<file path="config.mk">
export PLATFORM = sky130hd
export DESIGN_NAME = lamp_blink_pattern_sequencer
export DESIGN_NICKNAME = d
export VERILOG_FILES = /design/src/rtl/lbps_pkg.sv /design/src/rtl/lbps_regs.sv /design/src/rtl/lamp_blink_pattern_sequencer.sv
export SDC_FILE = /design/constraint.sdc
export NUM_CORES = 1
export LEC_CHECK = 0
export ABC_AREA = 1
export BUFFER_PORTS_ARGS = -buffer_cell sky130_fd_sc_hd__buf_2
export CORE_AREA = 2 2 160 162
export DETAILED_ROUTE_END_ITERATION = 10
export DIE_AREA = 0 0 162 164
export GPL_TIMING_DRIVEN = 0
export PLACE_DENSITY = 0.66
export SLEW_MARGIN = 0
export SYNTH_ARGS = -nofsm -noshare
export SYNTH_HDL_FRONTEND = slang
export SYNTH_SLANG_ARGS = --single-unit
</file>
<file path="constraint.sdc">
create_clock -name clk_i -period 4.9 [get_ports clk_i]
set_clock_uncertainty 0.1 [all_clocks]
set_input_delay 0.735 -clock clk_i [delete_from_list [all_inputs] [get_ports clk_i]]
set_output_delay 0.735 -clock clk_i [all_outputs]
set_load 0.05 [all_outputs]
</file>
<file path="src/rtl/lbps_pkg.sv">
// Shared constants, register types and codes of the lamp blink pattern sequencer.
`timescale 1ns / 1ps

package lbps_pkg;

  // Width of the elapsed time accumulator (16 to 32).
  localparam int TimeBits = 24;
  // Width of the configured time registers.
  localparam int CfgTimeBits = 24;
  // Width used to compare elapsed time with a configured time.
  localparam int CmpBits = (TimeBits > CfgTimeBits) ? TimeBits : CfgTimeBits;

  localparam int ModeBits = 3;
  localparam int PhaseBits = 3;
  localparam int StepBits = 16;

  // Lamp modes.
  localparam logic [ModeBits-1:0] ModeOff     = 3'd0;
  localparam logic [ModeBits-1:0] ModeReverse = 3'd1;
  localparam logic [ModeBits-1:0] ModeLeft    = 3'd2;
  localparam logic [ModeBits-1:0] ModeRight   = 3'd3;
  localparam logic [ModeBits-1:0] ModeHazard  = 3'd4;

  // Hazard phases.
  localparam logic [PhaseBits-1:0] PhaseShortOnA  = 3'd0;
  localparam logic [PhaseBits-1:0] PhaseShortOffA = 3'd1;
  localparam logic [PhaseBits-1:0] PhaseShortOnB  = 3'd2;
  localparam logic [PhaseBits-1:0] PhaseShortOffB = 3'd3;
  localparam logic [PhaseBits-1:0] PhaseLongOn    = 3'd4;
  localparam logic [PhaseBits-1:0] PhaseLongOff   = 3'd5;

  // Register indexes (byte address divided by four).
  localparam int RegIdxBits = 3;
  localparam int AddrBits = 5;
  localparam logic [RegIdxBits-1:0] RegLampMode   = 3'd0;
  localparam logic [RegIdxBits-1:0] RegBlinkHalf  = 3'd1;
  localparam logic [RegIdxBits-1:0] RegShortOn    = 3'd2;
  localparam logic [RegIdxBits-1:0] RegShortOff   = 3'd3;
  localparam logic [RegIdxBits-1:0] RegLongOn     = 3'd4;
  localparam logic [RegIdxBits-1:0] RegLongOff    = 3'd5;

  // Reset values.
  localparam logic [CfgTimeBits-1:0] BlinkHalfRst = 24'd333333;
  localparam logic [CfgTimeBits-1:0] ShortOnRst   = 24'd100000;
  localparam logic [CfgTimeBits-1:0] ShortOffRst  = 24'd100000;
  localparam logic [CfgTimeBits-1:0] LongOnRst    = 24'd300000;
  localparam logic [CfgTimeBits-1:0] LongOffRst   = 24'd400000;

  typedef struct packed {
    logic [ModeBits-1:0]    lamp_mode;
    logic [CfgTimeBits-1:0] blink_half_period;
    logic [CfgTimeBits-1:0] short_on_time;
    logic [CfgTimeBits-1:0] short_off_time;
    logic [CfgTimeBits-1:0] long_on_time;
    logic [CfgTimeBits-1:0] long_off_time;
  } cfg_t;

endpackage

</file>
<file path="src/rtl/lbps_regs.sv">
// Configuration register file with its APB-style access port.
`timescale 1ns / 1ps

module lbps_regs (
  input  logic                         clk_i,
  input  logic                         rst_ni,
  input  logic                         psel,
  input  logic                         penable,
  input  logic                         pwrite,
  input  logic [lbps_pkg::AddrBits-1:0] paddr,
  input  logic [31:0]                  pwdata,
  output logic [31:0]                  prdata,
  output logic                         pready,
  output lbps_pkg::cfg_t               cfg_o,
  output logic                         mode_wr_o
);

  lbps_pkg::cfg_t                     cfg_q, cfg_d;
  logic                               wr_en;
  logic [lbps_pkg::RegIdxBits-1:0]    idx;
  logic [lbps_pkg::CfgTimeBits-1:0]   wdata_time;

  assign pready     = 1'b1;
  assign idx        = paddr[lbps_pkg::AddrBits-1:2];
  assign wr_en      = psel && penable && pwrite;
  assign wdata_time = pwdata[lbps_pkg::CfgTimeBits-1:0];
  assign mode_wr_o  = wr_en && (idx == lbps_pkg::RegLampMode);
  assign cfg_o      = cfg_q;

  always_comb begin
    cfg_d = cfg_q;
    if (wr_en) begin
      unique case (idx)
        lbps_pkg::RegLampMode:  cfg_d.lamp_mode = pwdata[lbps_pkg::ModeBits-1:0];
        lbps_pkg::RegBlinkHalf: cfg_d.blink_half_period = wdata_time;
        lbps_pkg::RegShortOn:   cfg_d.short_on_time = wdata_time;
        lbps_pkg::RegShortOff:  cfg_d.short_off_time = wdata_time;
        lbps_pkg::RegLongOn:    cfg_d.long_on_time = wdata_time;
        lbps_pkg::RegLongOff:   cfg_d.long_off_time = wdata_time;
        default: ;
      endcase
    end
  end

  always_comb begin
    unique case (idx)
      lbps_pkg::RegLampMode:  prdata = 32'(cfg_q.lamp_mode);
      lbps_pkg::RegBlinkHalf: prdata = 32'(cfg_q.blink_half_period);
      lbps_pkg::RegShortOn:   prdata = 32'(cfg_q.short_on_time);
      lbps_pkg::RegShortOff:  prdata = 32'(cfg_q.short_off_time);
      lbps_pkg::RegLongOn:    prdata = 32'(cfg_q.long_on_time);
      lbps_pkg::RegLongOff:   prdata = 32'(cfg_q.long_off_time);
      default:                prdata = 32'd0;
    endcase
  end

  always_ff @(posedge clk_i or negedge rst_ni) begin
    if (!rst_ni) begin
      cfg_q.lamp_mode         <= lbps_pkg::ModeOff;
      cfg_q.blink_half_period <= lbps_pkg::BlinkHalfRst;
      cfg_q.short_on_time     <= lbps_pkg::ShortOnRst;
      cfg_q.short_off_time    <= lbps_pkg::ShortOffRst;
      cfg_q.long_on_time      <= lbps_pkg::LongOnRst;
      cfg_q.long_off_time     <= lbps_pkg::LongOffRst;
    end else begin
      cfg_q <= cfg_d;
    end
  end

endmodule

</file>
<file path="src/rtl/lamp_blink_pattern_sequencer.sv">
// Top level of the lamp blink pattern sequencer: tick datapath and result register.
`timescale 1ns / 1ps

// Each input transfer is a time tick carrying the microseconds since the previous
// tick; each tick produces exactly one result transfer with the left and right lamp
// levels and the current hazard phase. One tick is accepted every clock cycle while the
// output register can take it; the result appears in the output register in the cycle
// after acceptance, set by the single add, compare and phase update between the state
// registers and that register. The input is accepted whenever the output register is
// empty or is being taken in the same cycle. Writing the lamp mode register clears the
// elapsed time, the blink level and the hazard phase; the lamp levels last driven are
// kept. Registers sit at byte addresses 0 (mode), 4 (blink half period), 8 (short on),
// 12 (short off), 16 (long on) and 20 (long off); times are in microseconds.
module lamp_blink_pattern_sequencer (
  input  logic                          clk_i,
  input  logic                          rst_ni,
  // APB-style configuration port
  input  logic                          psel,
  input  logic                          penable,
  input  logic                          pwrite,
  input  logic [lbps_pkg::AddrBits-1:0] paddr,
  input  logic [31:0]                   pwdata,
  output logic [31:0]                   prdata,
  output logic                          pready,
  // Tick input
  input  logic                          s_axis_tvalid,
  output logic                          s_axis_tready,
  input  logic [15:0]                   s_axis_tdata,  // [15:0] time_step
  // Lamp result output
  output logic                          m_axis_tvalid,
  input  logic                          m_axis_tready,
  output logic [7:0]                    m_axis_tdata   // [0] left_lamp, [1] right_lamp,
                                                       // [4:2] pattern_phase, [7:5] zero
);

  localparam int TB = lbps_pkg::TimeBits;
  localparam int CB = lbps_pkg::CmpBits;

  lbps_pkg::cfg_t cfg;
  logic           mode_wr;

  lbps_regs u_regs (
    .clk_i     (clk_i),
    .rst_ni    (rst_ni),
    .psel      (psel),
    .penable   (penable),
    .pwrite    (pwrite),
    .paddr     (paddr),
    .pwdata    (pwdata),
    .prdata    (prdata),
    .pready    (pready),
    .cfg_o     (cfg),
    .mode_wr_o (mode_wr)
  );

  logic [TB-1:0]                    elapsed_q, elapsed_d;
  logic [lbps_pkg::PhaseBits-1:0]   phase_q, phase_d;
  logic                             blink_q, blink_d;
  logic                             left_q, left_d;
  logic                             right_q, right_d;
  logic                             out_valid_q;
  logic [lbps_pkg::PhaseBits-1:0]   out_phase_q;

  logic                             s_acc;
  logic [TB:0]                      sum;
  logic [TB-1:0]                    el_sat;
  logic [CB-1:0]                    el_cmp;
  logic [lbps_pkg::PhaseBits-1:0]   phase_cur;
  logic [lbps_pkg::CfgTimeBits-1:0] phase_time;
  logic                             blink_hit;
  logic                             phase_hit;
  logic                             blink_inv;

  assign s_axis_tready = !out_valid_q || m_axis_tready;
  assign s_acc         = s_axis_tvalid && s_axis_tready;

  assign sum    = {1'b0, elapsed_q} + (TB + 1)'(s_axis_tdata);
  assign el_sat = sum[TB] ? {TB{1'b1}} : sum[TB-1:0];
  assign el_cmp = CB'(el_sat);

  // Unreachable phase codes fall back to the first short flash.
  assign phase_cur = (phase_q <= lbps_pkg::PhaseLongOff) ? phase_q : lbps_pkg::PhaseShortOnA;

  always_comb begin
    unique case (phase_cur) inside
      lbps_pkg::PhaseShortOffA,
      lbps_pkg::PhaseShortOffB: phase_time = cfg.short_off_time;
      lbps_pkg::PhaseLongOn:    phase_time = cfg.long_on_time;
      lbps_pkg::PhaseLongOff:   phase_time = cfg.long_off_time;
      default:                  phase_time = cfg.short_on_time;
    endcase
  end

  assign blink_hit = el_cmp >= CB'(cfg.blink_half_period);
  assign phase_hit = el_cmp >= CB'(phase_time);
  assign blink_inv = ~blink_q;

  always_comb begin
    elapsed_d = el_sat;
    phase_d   = phase_q;
    blink_d   = blink_q;
    left_d    = left_q;
    right_d   = right_q;
    unique case (cfg.lamp_mode) inside
      lbps_pkg::ModeReverse: begin
        left_d  = 1'b1;
        right_d = 1'b1;
      end
      lbps_pkg::ModeLeft,
      lbps_pkg::ModeRight: begin
        if (blink_hit) begin
          blink_d   = blink_inv;
          left_d    = (cfg.lamp_mode == lbps_pkg::ModeLeft) && blink_inv;
          right_d   = (cfg.lamp_mode == lbps_pkg::ModeRight) && blink_inv;
          elapsed_d = '0;
        end
      end
      lbps_pkg::ModeHazard: begin
        // Lamps are lit in the even phases.
        left_d  = ~phase_cur[0];
        right_d = ~phase_cur[0];
        if (phase_hit) begin
          phase_d   = (phase_cur == lbps_pkg::PhaseLongOff) ? lbps_pkg::PhaseShortOnA
                                                            : phase_cur + 3'd1;
          elapsed_d = '0;
        end
      end
      default: begin
        left_d  = 1'b0;
        right_d = 1'b0;
      end
    endcase
  end

  always_ff @(posedge clk_i or negedge rst_ni) begin
    if (!rst_ni) begin
      elapsed_q <= '0;
      phase_q   <= lbps_pkg::PhaseShortOnA;
      blink_q   <= 1'b0;
      left_q    <= 1'b0;
      right_q   <= 1'b0;
    end else if (mode_wr) begin
      elapsed_q <= '0;
      phase_q   <= lbps_pkg::PhaseShortOnA;
      blink_q   <= 1'b0;
    end else if (s_acc) begin
      elapsed_q <= elapsed_d;
      phase_q   <= phase_d;
      blink_q   <= blink_d;
      left_q    <= left_d;
      right_q   <= right_d;
    end
  end

  always_ff @(posedge clk_i or negedge rst_ni) begin
    if (!rst_ni) begin
      out_valid_q <= 1'b0;
    end else if (s_acc) begin
      out_valid_q <= 1'b1;
    end else if (m_axis_tready) begin
      out_valid_q <= 1'b0;
    end
  end

  always_ff @(posedge clk_i) begin
    if (s_acc) begin
      out_phase_q <= phase_d;
    end
  end

  // The lamp levels of the result are the drive registers themselves.
  assign m_axis_tvalid = out_valid_q;
  assign m_axis_tdata  = {3'b000, out_phase_q, right_q, left_q};

`ifndef SYNTHESIS
  a_mode_wr_clears: assert property (@(posedge clk_i) disable iff (!rst_ni)
    mode_wr |=> (elapsed_q == '0) && (phase_q == lbps_pkg::PhaseShortOnA) && !blink_q)
    else $error("mode write did not clear the sequencer state");

  a_phase_range: assert property (@(posedge clk_i) disable iff (!rst_ni)
    phase_q <= lbps_pkg::PhaseLongOff)
    else $error("hazard phase out of range");

  a_reverse_lit: assert property (@(posedge clk_i) disable iff (!rst_ni)
    (s_acc && !mode_wr && (cfg.lamp_mode == lbps_pkg::ModeReverse))
      |=> m_axis_tdata[0] && m_axis_tdata[1])
    else $error("reverse mode did not light both lamps");

  a_off_dark: assert property (@(posedge clk_i) disable iff (!rst_ni)
    (s_acc && !mode_wr && (cfg.lamp_mode == lbps_pkg::ModeOff))
      |=> !m_axis_tdata[0] && !m_axis_tdata[1])
    else $error("off mode did not darken both lamps");

  a_out_phase_match: assert property (@(posedge clk_i) disable iff (!rst_ni)
    (s_acc && !mode_wr) |=> (m_axis_tdata[4:2] == phase_q))
    else $error("result phase differs from hazard phase");
`endif

endmodule

</file>
-- Word-level counts from Yosys, hierarchy flattened
Index checks and enable logic that the tools add are counted.
- register bits after elaboration: 157
- input port bits: 60
- output and inout port bits: 43
- word-level logic and storage cells: 82
- add/sub/neg operators: 2
- order comparisons: 3
- equality and inequality tests: 14
- mux-type cells: 24
- bitwise operators: 3
- reductions and logical operators: 23
- operators by type and width (operator ; number):
    case mux 24 bit (6 select lines) ; 1
    2-to-1 mux 24 bit ; 5
    case mux 24 bit (3 select lines) ; 1
    >= comparator 24 bit ; 2
    case mux 24 bit (2 select lines) ; 1
    adder 24 x 16 -> 25 bit ; 1
    2-to-1 mux 3 bit ; 6
    == test 3 x 2 -> 1 bit (second input constant) ; 5
    == test 3 bit (second input constant) ; 5
    AND reduction 2 bit ; 6
    == test 3 x 1 -> 1 bit (second input constant) ; 3
    2-to-1 mux 1 bit ; 8
    nonzero test 2 bit ; 4
    logical AND 1 bit ; 6
    case mux 1 bit (3 select lines) ; 2
    AND reduction 3 bit ; 2
    OR reduction 2 bit ; 2
    adder 3 x 1 -> 3 bit (second input constant) ; 1
    <= comparator 3 bit (second input constant) ; 1
    zero test 3 bit ; 1
    NOT 1 bit ; 3
    inequality test 2 bit (second input constant) ; 1
    zero test 1 bit ; 1
    logical OR 1 bit ; 1

-- Logic depth before layout (Yosys ltp)
Gate-level depths: netlist of the first run.
- depth after elaboration: 10
- gate-level depth with buffers: 28
- depth with buffers taken out: 26

-- Hierarchy
A second synthesis of the first run with hierarchy kept.
- cells, all modules: 1598
- area, all modules: 11309.6 um2
- modules (own cells, without submodules) (module ; instances ; cells an instance ; area an instance (um2)):
    lbps_regs ; 1 ; 795 ; 6242.2
    lamp_blink_pattern_sequencer ; 1 ; 803 ; 5067.4

-- Least setup slack after synthesis of the first run
No wires, ideal clock.
- kind: in2reg
- start: in s_axis_tdata[0]
- end: reg elapsed_q[16]
- library setup time: 0.065 ns
- data arrival time: 3.655 ns
- slack: 1.080 ns
- cell stages on the path: 26
- path buffers: 2
- path through: ha_1 -> fa_1 -> nand2_1 -> nand2_1 -> nand3_1 -> nand3_1 -> nand2_1 -> nand2_2 -> nand2_2 -> buf_6 -> nand2_1 -> nor2_1 -> inv_1 -> ha_1 -> nand2_1 -> inv_1 -> o21bai_1 -> a21oi_1 -> nor2_1 -> nand3_1 -> nand2_1 -> nand2_1 -> nand2_1 -> buf_2 -> nand2_1 -> nand2_1
- word-level cells in the longest chain between the ends: 7
- ends and longest elaborated chain (what ; RTL line ; RTL):
    start: declaration ; lamp_blink_pattern_sequencer.sv:28 ; input logic [15:0] s_axis_tdata,
    adder 24 x 16 -> 25 bit * ; lamp_blink_pattern_sequencer.sv:77 ; assign sum = {1'b0, elapsed_q} + (TB + 1)'(s_axis_tdata);
    2-to-1 mux 24 bit * ; lamp_blink_pattern_sequencer.sv:78 ; assign el_sat = sum[TB] ? {TB{1'b1}} : sum[TB-1:0];
    >= comparator 24 bit (on tied branches) ; lamp_blink_pattern_sequencer.sv:95, lamp_blink_pattern_sequencer.sv:94 ;
    2-to-1 mux 24 bit (on tied branches) ; lamp_blink_pattern_sequencer.sv:122, lamp_blink_pattern_sequencer.sv:111 ;
    case mux 24 bit (2 select lines) * ; lamp_blink_pattern_sequencer.sv:104 ; unique case (cfg.lamp_mode) inside
    2-to-1 mux 24 bit * ; lamp_blink_pattern_sequencer.sv:146 ; end else if (s_acc) begin
    2-to-1 mux 24 bit * ; lamp_blink_pattern_sequencer.sv:142 ; end else if (mode_wr) begin
    end signal: assignment ; lamp_blink_pattern_sequencer.sv:147 ; elapsed_q <= elapsed_d;
    end: declaration ; lamp_blink_pattern_sequencer.sv:56 ; logic [TB-1:0] elapsed_q, elapsed_d;
Every way passes the cells marked *; elsewhere a longest branch is shown, timed or not. The select of a mux whose other input is x is not followed.
A chain may end at the register's enable or synchronous reset.

-- Worst setup path after layout of the first run
- start: reg phase_q[2] in the netlist's numbering
- end: reg elapsed_q[16]
- word-level cells in the longest chain between the ends: 10
- ends and longest elaborated chain (what ; RTL line ; RTL):
    start: declaration ; lamp_blink_pattern_sequencer.sv:57 ; logic [lbps_pkg::PhaseBits-1:0] phase_q, phase_d;
    start signal: assignment ; lamp_blink_pattern_sequencer.sv:138 ; phase_q <= lbps_pkg::PhaseShortOnA;
    start signal: assignment ; lamp_blink_pattern_sequencer.sv:144 ; phase_q <= lbps_pkg::PhaseShortOnA;
    start signal: assignment ; lamp_blink_pattern_sequencer.sv:148 ; phase_q <= phase_d;
    <= comparator 3 bit ; lamp_blink_pattern_sequencer.sv:82 ; assign phase_cur = (phase_q <= lbps_pkg::PhaseLongOff) ? phase_q : lbps_pkg::PhaseShortOnA;
    2-to-1 mux 3 bit * ; lamp_blink_pattern_sequencer.sv:82 ;
    == test 3 x 1 -> 1 bit (no line) / == test 3 x 2 -> 1 bit (equally long branches) ; n/a ;
    OR reduction 2 bit ; lamp_blink_pattern_sequencer.sv:85 ; unique case (phase_cur) inside
    case mux 24 bit (3 select lines) * ; lamp_blink_pattern_sequencer.sv:85 ;
    >= comparator 24 bit * ; lamp_blink_pattern_sequencer.sv:95 ; assign phase_hit = el_cmp >= CB'(phase_time);
    2-to-1 mux 24 bit * ; lamp_blink_pattern_sequencer.sv:122 ; if (phase_hit) begin
    case mux 24 bit (2 select lines) * ; lamp_blink_pattern_sequencer.sv:104 ;
    2-to-1 mux 24 bit * ; lamp_blink_pattern_sequencer.sv:146 ;
    2-to-1 mux 24 bit * ; lamp_blink_pattern_sequencer.sv:142 ;
Marked as above.

==> impl_metrics.csv, run 1 <==
group,metric,value,unit
synthesis,syn_avg_cell_area,7.16,um2
sta,slew_violations,0,
drt,wl_met3,2.92,mm
synthesis,synth_xor_area_share,0.579,%
worst_setup_path,crit_required,5.13,ns
floorplanning,initial_utilization,42.7,%
finish,nFillCells,2569,
drt,met2_length,16.3,mm
drt,drt-pass1-iter-count,6,
floorplanning,core,24800,um2
drt,wl_per_cell,18.1,um
drt,wl_met1,14.6,mm
worst_setup_path,start_kind,"flip-flop",
sta,fin_ws,0.393,ns
drt,antenna_left,0,
finish,post-route-util,48.7,%
global_routing,first_global_vias,9868,
sta,period_share,92.0,%
global_routing,track_usage,27.0,%
finish,syn2layout_area_growth,14.1,%
sta,rsz0062_at_grt,"no",
cts,cts_made_buffers,17,
sta,slew_headroom,38.2,%
sta,hold_viol_final,0,
synthesis,synthFlopType,"dfrtp_1",
synthesis,syn_area,10600,um2
pwr,power_switching,3.30,mW
place,pre_cts_ws,0.0299,ns
place,dpl_cell_area,11500,um2
cts,h-tree-depth,4,
synthesis,synth_compound_area_share,15.3,%
finish,n_antenna_cell,0,
drt,wl,35.0,mm
pwr,power_leakage,6.25,nW
cts,tritoncts,"built",
floorplanning,dieArea,26600,um2
pwr,internal_power,3.55,mW
pwr,switching_share,48.2,%
cts,root_buffer,"clkbuf_16",
synthesis,async_flop_share,98.1,%
drt,vias,10300,
synthesis,syn-instance-count,1479,
floorplanning,ios,103,
drt,top_layer,"met4",
min_path,hp-class,"in2async",
synthesis,seq_area_frac_synth,37.6,%
synthesis,yosys.area_share.simple,26.7,%
cts,cts_setup_buffers,0,
place,io_buffers,80,
drt,drtIter0Drc,1052,
synthesis,ys_warn_count,0,
drt,drcViolationCount,0,
floorplanning,rows,58,
pwr,clockPowerShare,20.2,%
pwr,seqPwrFrac,27.1,%
finish,multiInputGateArea,5400,um2
cts,cts_hold_buf,0,
pwr,p_per_area,566,nW/um2
synthesis,synth-edff-count,3,
synthesis,muxShareOfSynthArea,0,%
pwr,comb_power_share,52.6,%
sta,layout_min_cycle_time,4.51,ns
status,status,"finished, final reports clean",
place,dp_hpwl,25.7,mm
sta,setup-tns-final,0,ns
sta,worst_pin_slew,0.927,ns
synthesis,synth.distinct_cells,49,
cts,cts_sinks,157,
floorplanning,die_w,162,um
worst_setup_path,crit_path_end_kind,"flip-flop",
synthesis,synth_top_family_by_area,"simple AND/OR/NAND/NOR gates",
global_routing,grt_overflow,0,
sta,fmax,0.222,GHz
synthesis,synth_fa_ha_area_share,7.86,%
drt,via_per_inst,5.35,
pwr,p_total,6.84,mW
cts,cts.path.max_buffers,2,
cts,clkTransAtPathRegs,0.07,ns
floorplanning,die_h,164,um
finish,stdcell_area,12100,um2
finish,drive_gt1_share,14.9,%
synthesis,synth-seq-cells,157,
place,gp_congestion,0.927,
worst_setup_path,worstPathMaxFanout,10,
worst_setup_path,criticalPathCategory,"reg2reg",
finish,register_area,3990,um2
global_routing,grt_start_max_net_pins,84,
sta,setup_viol,0,
cts,clock_latency,0.45,ns
finish,nNetsFinal,1715,
run,drv_cap,0,
global_routing,antenna_found_initial,0,
worst_setup_path,cp.arrival,4.73,ns
global_routing,grt_pass1_wl,54.6,mm
pwr,ir_drop,0.237,mV
[per-layer routing]
| metal | up-vias | global-route usage (%) |
|---|---|---|
| met4 | 0 | 9.57 |
| met5 | - | 0 |
| met2 | 492 | 45.1 |
| met3 | 97 | 4.95 |
| li1 | 4961 | - |
| met1 | 4784 | 35.3 |
[registers in the layout, summed over array words and instances (netlist names)]
name           count
phase_q            3
left_q             1
m_axis_tvalid      1
elapsed_q         24
out_phase_q        3
right_q            1
u_regs.cfg_o     123
blink_q            1
[worst paths after layout]
| check | slack (ns) | depth (start not counted) | endpoint | from |
|---|---|---|---|---|
| setup / recovery | 0.39 | 20 | elapsed_q[16]$_DFFE_PN0P_ | phase_q[2]$_DFFE_PN0P_ |
| hold / removal | 0.16 | 1 | elapsed_q[14]$_DFFE_PN0P_ | rst_ni |
| setup reg to reg | 0.39 | 20 | elapsed_q[16]$_DFFE_PN0P_ | phase_q[2]$_DFFE_PN0P_ |
| hold reg to reg | 0.38 | 2 | u_regs.cfg_o[39]$_DFFE_PN1P_ | u_regs.cfg_o[39]$_DFFE_PN1P_ |
| max in group asynchronous | 3.66 | 2 | u_regs.cfg_o[39]$_DFFE_PN1P_ | rst_ni |
| min in group clk_i | 0.38 | 2 | u_regs.cfg_o[39]$_DFFE_PN1P_ | u_regs.cfg_o[39]$_DFFE_PN1P_ |
[power by group through the flow]
| stage | Clock (mW) | Combinational (mW) | Sequential [mW] |
|---|---|---|---|
| final | 1.38 | 3.60 | 1.86 |
| after global routing | 1.44 | 4.07 | 1.89 |
| after detailed placement | 0 | 3.52 | 1.87 |
| after floorplan | 0 | 2.54 | 1.84 |
| after CTS | 1.40 | 3.55 | 1.85 |
| after global placement | 0 | 3.42 | 1.86 |
[layout make-up]
type | instances | area share [%]
inverter | 231 | 7.19
clock inverter | 14 | 1.37
buffer | 67 | 3.16
timing repair buffer | 81 | 3.62
clock buffer | 18 | 3.63
tap | 330 | 3.42
sequential | 157 | 33.0
multi-input combinational | 1034 | 44.6
[worst max-delay path, cell delays in order (launching register included)]
cell,delay (ns)
dfrtp_1,0.36
inv_1,0.10
nor2_1,0.34
inv_1,0.15
nand2_1,0.15
clkbuf_1,0.47
clkbuf_1,0.66
o21ai_0,0.30
ha_1,0.34
nand2_1,0.04
nor2_1,0.13
nand4_1,0.10
nor2_1,0.11
nand2_1,0.09
nand3_1,0.16
nand2_1,0.14
nand2_1,0.09
nand2_1,0.15
buf_2,0.25
nand2_1,0.09
nand2_1,0.05
[placed cells by master, fill, tap and decap left out, types with 17 or more instances in the layout]
master and n:
o22ai_1 24, o21ai_0 127, clkbuf_1 20, dfrtp_1 120, o21ai_1 43, inv_1 212, nand2_1 464, dfstp_2 34
a21oi_1 37, buf_2 100, buf_4 17, ha_1 65, clkbuf_16 17, nand3_1 51, nor2_1 96
[cells in the mapped netlist, types with 10 or more instances]
cell,n,share of area (%)
nand2_1,464,16
inv_1,212,7.5
o21ai_0,127,6.0
dfrtp_1,120,28
nor2_1,96,3.4
ha_1,65,7.7
nand3_1,51,2.4
o21ai_1,43,2.0
a21oi_1,37,1.7
dfstp_2,34,8.4
o22ai_1,24,1.4
buf_2,21,0.99
clkbuf_1,21,0.74
buf_4,17,1.2
a221oi_1,14,1.2
nand4_1,14,0.83
inv_2,12,0.43
o211ai_1,10,0.71
o32ai_1,10,0.83
[kinds of logic (layout without fill, tap and decap cells)]
logic type,count (synthesis),count (layout)
AOI/OAI and AO/OA,283,283
xor gates and xnor gates,7,7
adders and majority gates,66,66
and+or+nand+nor,666,666
other,2,12
DFF,157,157
buffers and inverters,298,411
[repair_timing]
item | 4_1_cts | 5_1_grt
endpoints found under the setup margin | 0 | 19
gates resized for setup | 0 | 2
hold endpoints to repair | 0 | 0
[stage by stage]
stage	hold WS (ns)	instances
after floorplan	0.339	1489
after global placement	0.364	1899
after detailed placement	0.367	1900
after CTS	0.224	1932
after global routing	0.222	1932
final	0.160	1932
Note: power is estimated with default switching activity, not from simulation.
==> run 2: changes to the inputs <==
--- a/config.mk
+++ b/config.mk
@@ -12,6 +12,7 @@
 export DIE_AREA = 0 0 162 164
 export GPL_TIMING_DRIVEN = 0
 export PLACE_DENSITY = 0.66
+export RECOVER_POWER = 25
 export SLEW_MARGIN = 0
 export SYNTH_ARGS = -nofsm -noshare
 export SYNTH_HDL_FRONTEND = slang
==> impl_metrics.csv, run 2 (synthesis gave the netlist of run 1 again) <==
group,metric,value,unit
finish,nNetsFinal,1715,
drt,drt-pass1-iter-count,6,
sta,period_share,91.8,%
status,violations,"max-capacitance violations, max-slew violations",
finish,syn2layout_area_growth,13.8,%
floorplanning,ios,103,
sta,setup-tns-final,0,ns
floorplanning,dieArea,26600,um2
cts,cts_sinks,157,
cts,h-tree-depth,4,
floorplanning,rows,58,
cts,root_buffer,"clkbuf_16",
sta,fin_ws,0.400,ns
global_routing,antenna_found_initial,0,
finish,final_cell_mix,"nand2_1, inv_1, o21ai_0, dfrtp_1, buf_2",
finish,largest_reg_flops,123,
sta,worst_pin_slew,2.23,ns
place,gp_congestion,0.927,
finish,register_area,3990,um2
worst_setup_path,cp.arrival,4.73,ns
finish,n_antenna_cell,0,
global_routing,grt_overflow,0,
place,pre_cts_ws,0.0299,ns
worst_setup_path,crit_path_end_kind,"flip-flop",
floorplanning,die_w,162,um
place,dp_hpwl,25.7,mm
global_routing,track_usage,27.0,%
finish,final_cells,1932,
worst_setup_path,rrSetupSlack,0.40,ns
cts,tritoncts,"built",
global_routing,first_global_vias,9868,
pwr,p_per_area,567,nW/um2
worst_setup_path,criticalPathCategory,"reg2reg",
place,dpl_cell_area,11500,um2
cts,cts_hold_buf,0,
drt,via_per_inst,5.36,
sta,slew_headroom,-48.4,%
finish,final_common_cell,"nand2_1",
run,drv_cap,2,
cts,clkTransAtPathRegs,0.07,ns
place,dpl.cell_count,1900,
sta,fmax,0.222,GHz
sta,hold_viol_final,0,
worst_setup_path,worstPathMaxFanout,10,
sta,setup_viol,0,
floorplanning,core,24800,um2
floorplanning,initial_utilization,42.7,%
finish,stdcell_area,12100,um2
drt,drcViolationCount,0,
worst_setup_path,crit_required,5.13,ns
cts,cts_made_buffers,17,
drt,vias,10400,
min_path,hp-class,"reg2reg",
worst_setup_path,start_kind,"flip-flop",
floorplanning,die_h,164,um
cts,clock_latency,0.45,ns
drt,antenna_left,0,
finish,post-route-util,48.6,%
global_routing,grt_pass1_wl,54.6,mm
pwr,p_total,6.84,mW
finish,drive_gt1_share,14.9,%
status,status,"finished with violations",
pwr,power_leakage,6.24,nW
global_routing,grt_start_max_net_pins,84,
drt,wl,35.0,mm
pwr,ir_drop,0.237,mV
drt,wl_per_cell,18.1,um
finish,multiInputGateArea,5400,um2
sta,timing.hold.ws,0.377,ns
finish,nFillCells,2573,
sta,slew_violations,157,
sta,rsz0062_at_grt,"no",
drt,drtIter0Drc,1051,
cts,cts.path.max_buffers,2,
sta,layout_min_cycle_time,4.50,ns
place,io_buffers,80,
-- run 2: cell types whose count changed in the layout (fill, tap and decap cells not counted) --
cell      before  now
buf_16         1    0
buf_8          1    0
clkbuf_2       2    4
-- run 2: worst max-delay path, stage by stage (launching register included) --
cell,delay [ns]
dfrtp_1,0.36
inv_1,0.10
nor2_1,0.34
inv_1,0.15
nand2_1,0.15
clkbuf_1,0.47
clkbuf_1,0.65
o21ai_0,0.30
ha_1,0.34
nand2_1,0.04
nor2_1,0.13
nand4_1,0.10
nor2_1,0.11
nand2_1,0.09
nand3_1,0.16
nand2_1,0.14
nand2_1,0.09
nand2_1,0.15
buf_2,0.25
nand2_1,0.09
nand2_1,0.05
-- run 2: final cells by class --
cell class / instances / area share (%)
repair buffers: 81 / 3.36
plain buffers: 67 / 3.16
well taps: 330 / 3.42
clock inverters: 14 / 1.37
clock buffers: 18 / 3.64
inverters: 231 / 7.21
flip-flops and latches: 157 / 33.1
multi-input cells: 1034 / 44.8
-- run 2: path summary, 6_finish.rpt --
path / startpoint / end / cells after the start
worst max-delay path: phase_q[2]$_DFFE_PN0P_ / elapsed_q[16]$_DFFE_PN0P_ / 20
worst min-delay path: u_regs.cfg_o[39]$_DFFE_PN1P_ / u_regs.cfg_o[39]$_DFFE_PN1P_ / 2
worst max register to register: phase_q[2]$_DFFE_PN0P_ / elapsed_q[16]$_DFFE_PN0P_ / 20
worst min register to register: u_regs.cfg_o[39]$_DFFE_PN1P_ / u_regs.cfg_o[39]$_DFFE_PN1P_ / 2
max in group asynchronous: rst_ni / u_regs.cfg_o[110]$_DFFE_PN0P_ / 2
min in group asynchronous: rst_ni / elapsed_q[14]$_DFFE_PN0P_ / 1
-- run 2: repair_timing --
action / 4_1_cts / 5_1_grt
resized for setup: 0 / 2
buffers inserted: 0 / 0
setup endpoints to repair: 0 / 19
-- run 2: routing by layer --
| layer | global-route usage, % | share of wire (%) | vias up |
|---|---|---|---|
| li1 | - | - | 4963 |
| met1 | 35.3 | 41 | 4789 |
| met2 | 45.1 | 46 | 512 |
| met3 | 4.95 | 8.7 | 96 |
| met4 | 9.57 | 3.5 | 0 |
| met5 | 0 | 0 | - |
-- run 2: where the power goes --
group          switching [mW]  internal, mW
Clock                   0.679         0.704
Combinational            2.40          1.20
Sequential              0.212          1.65
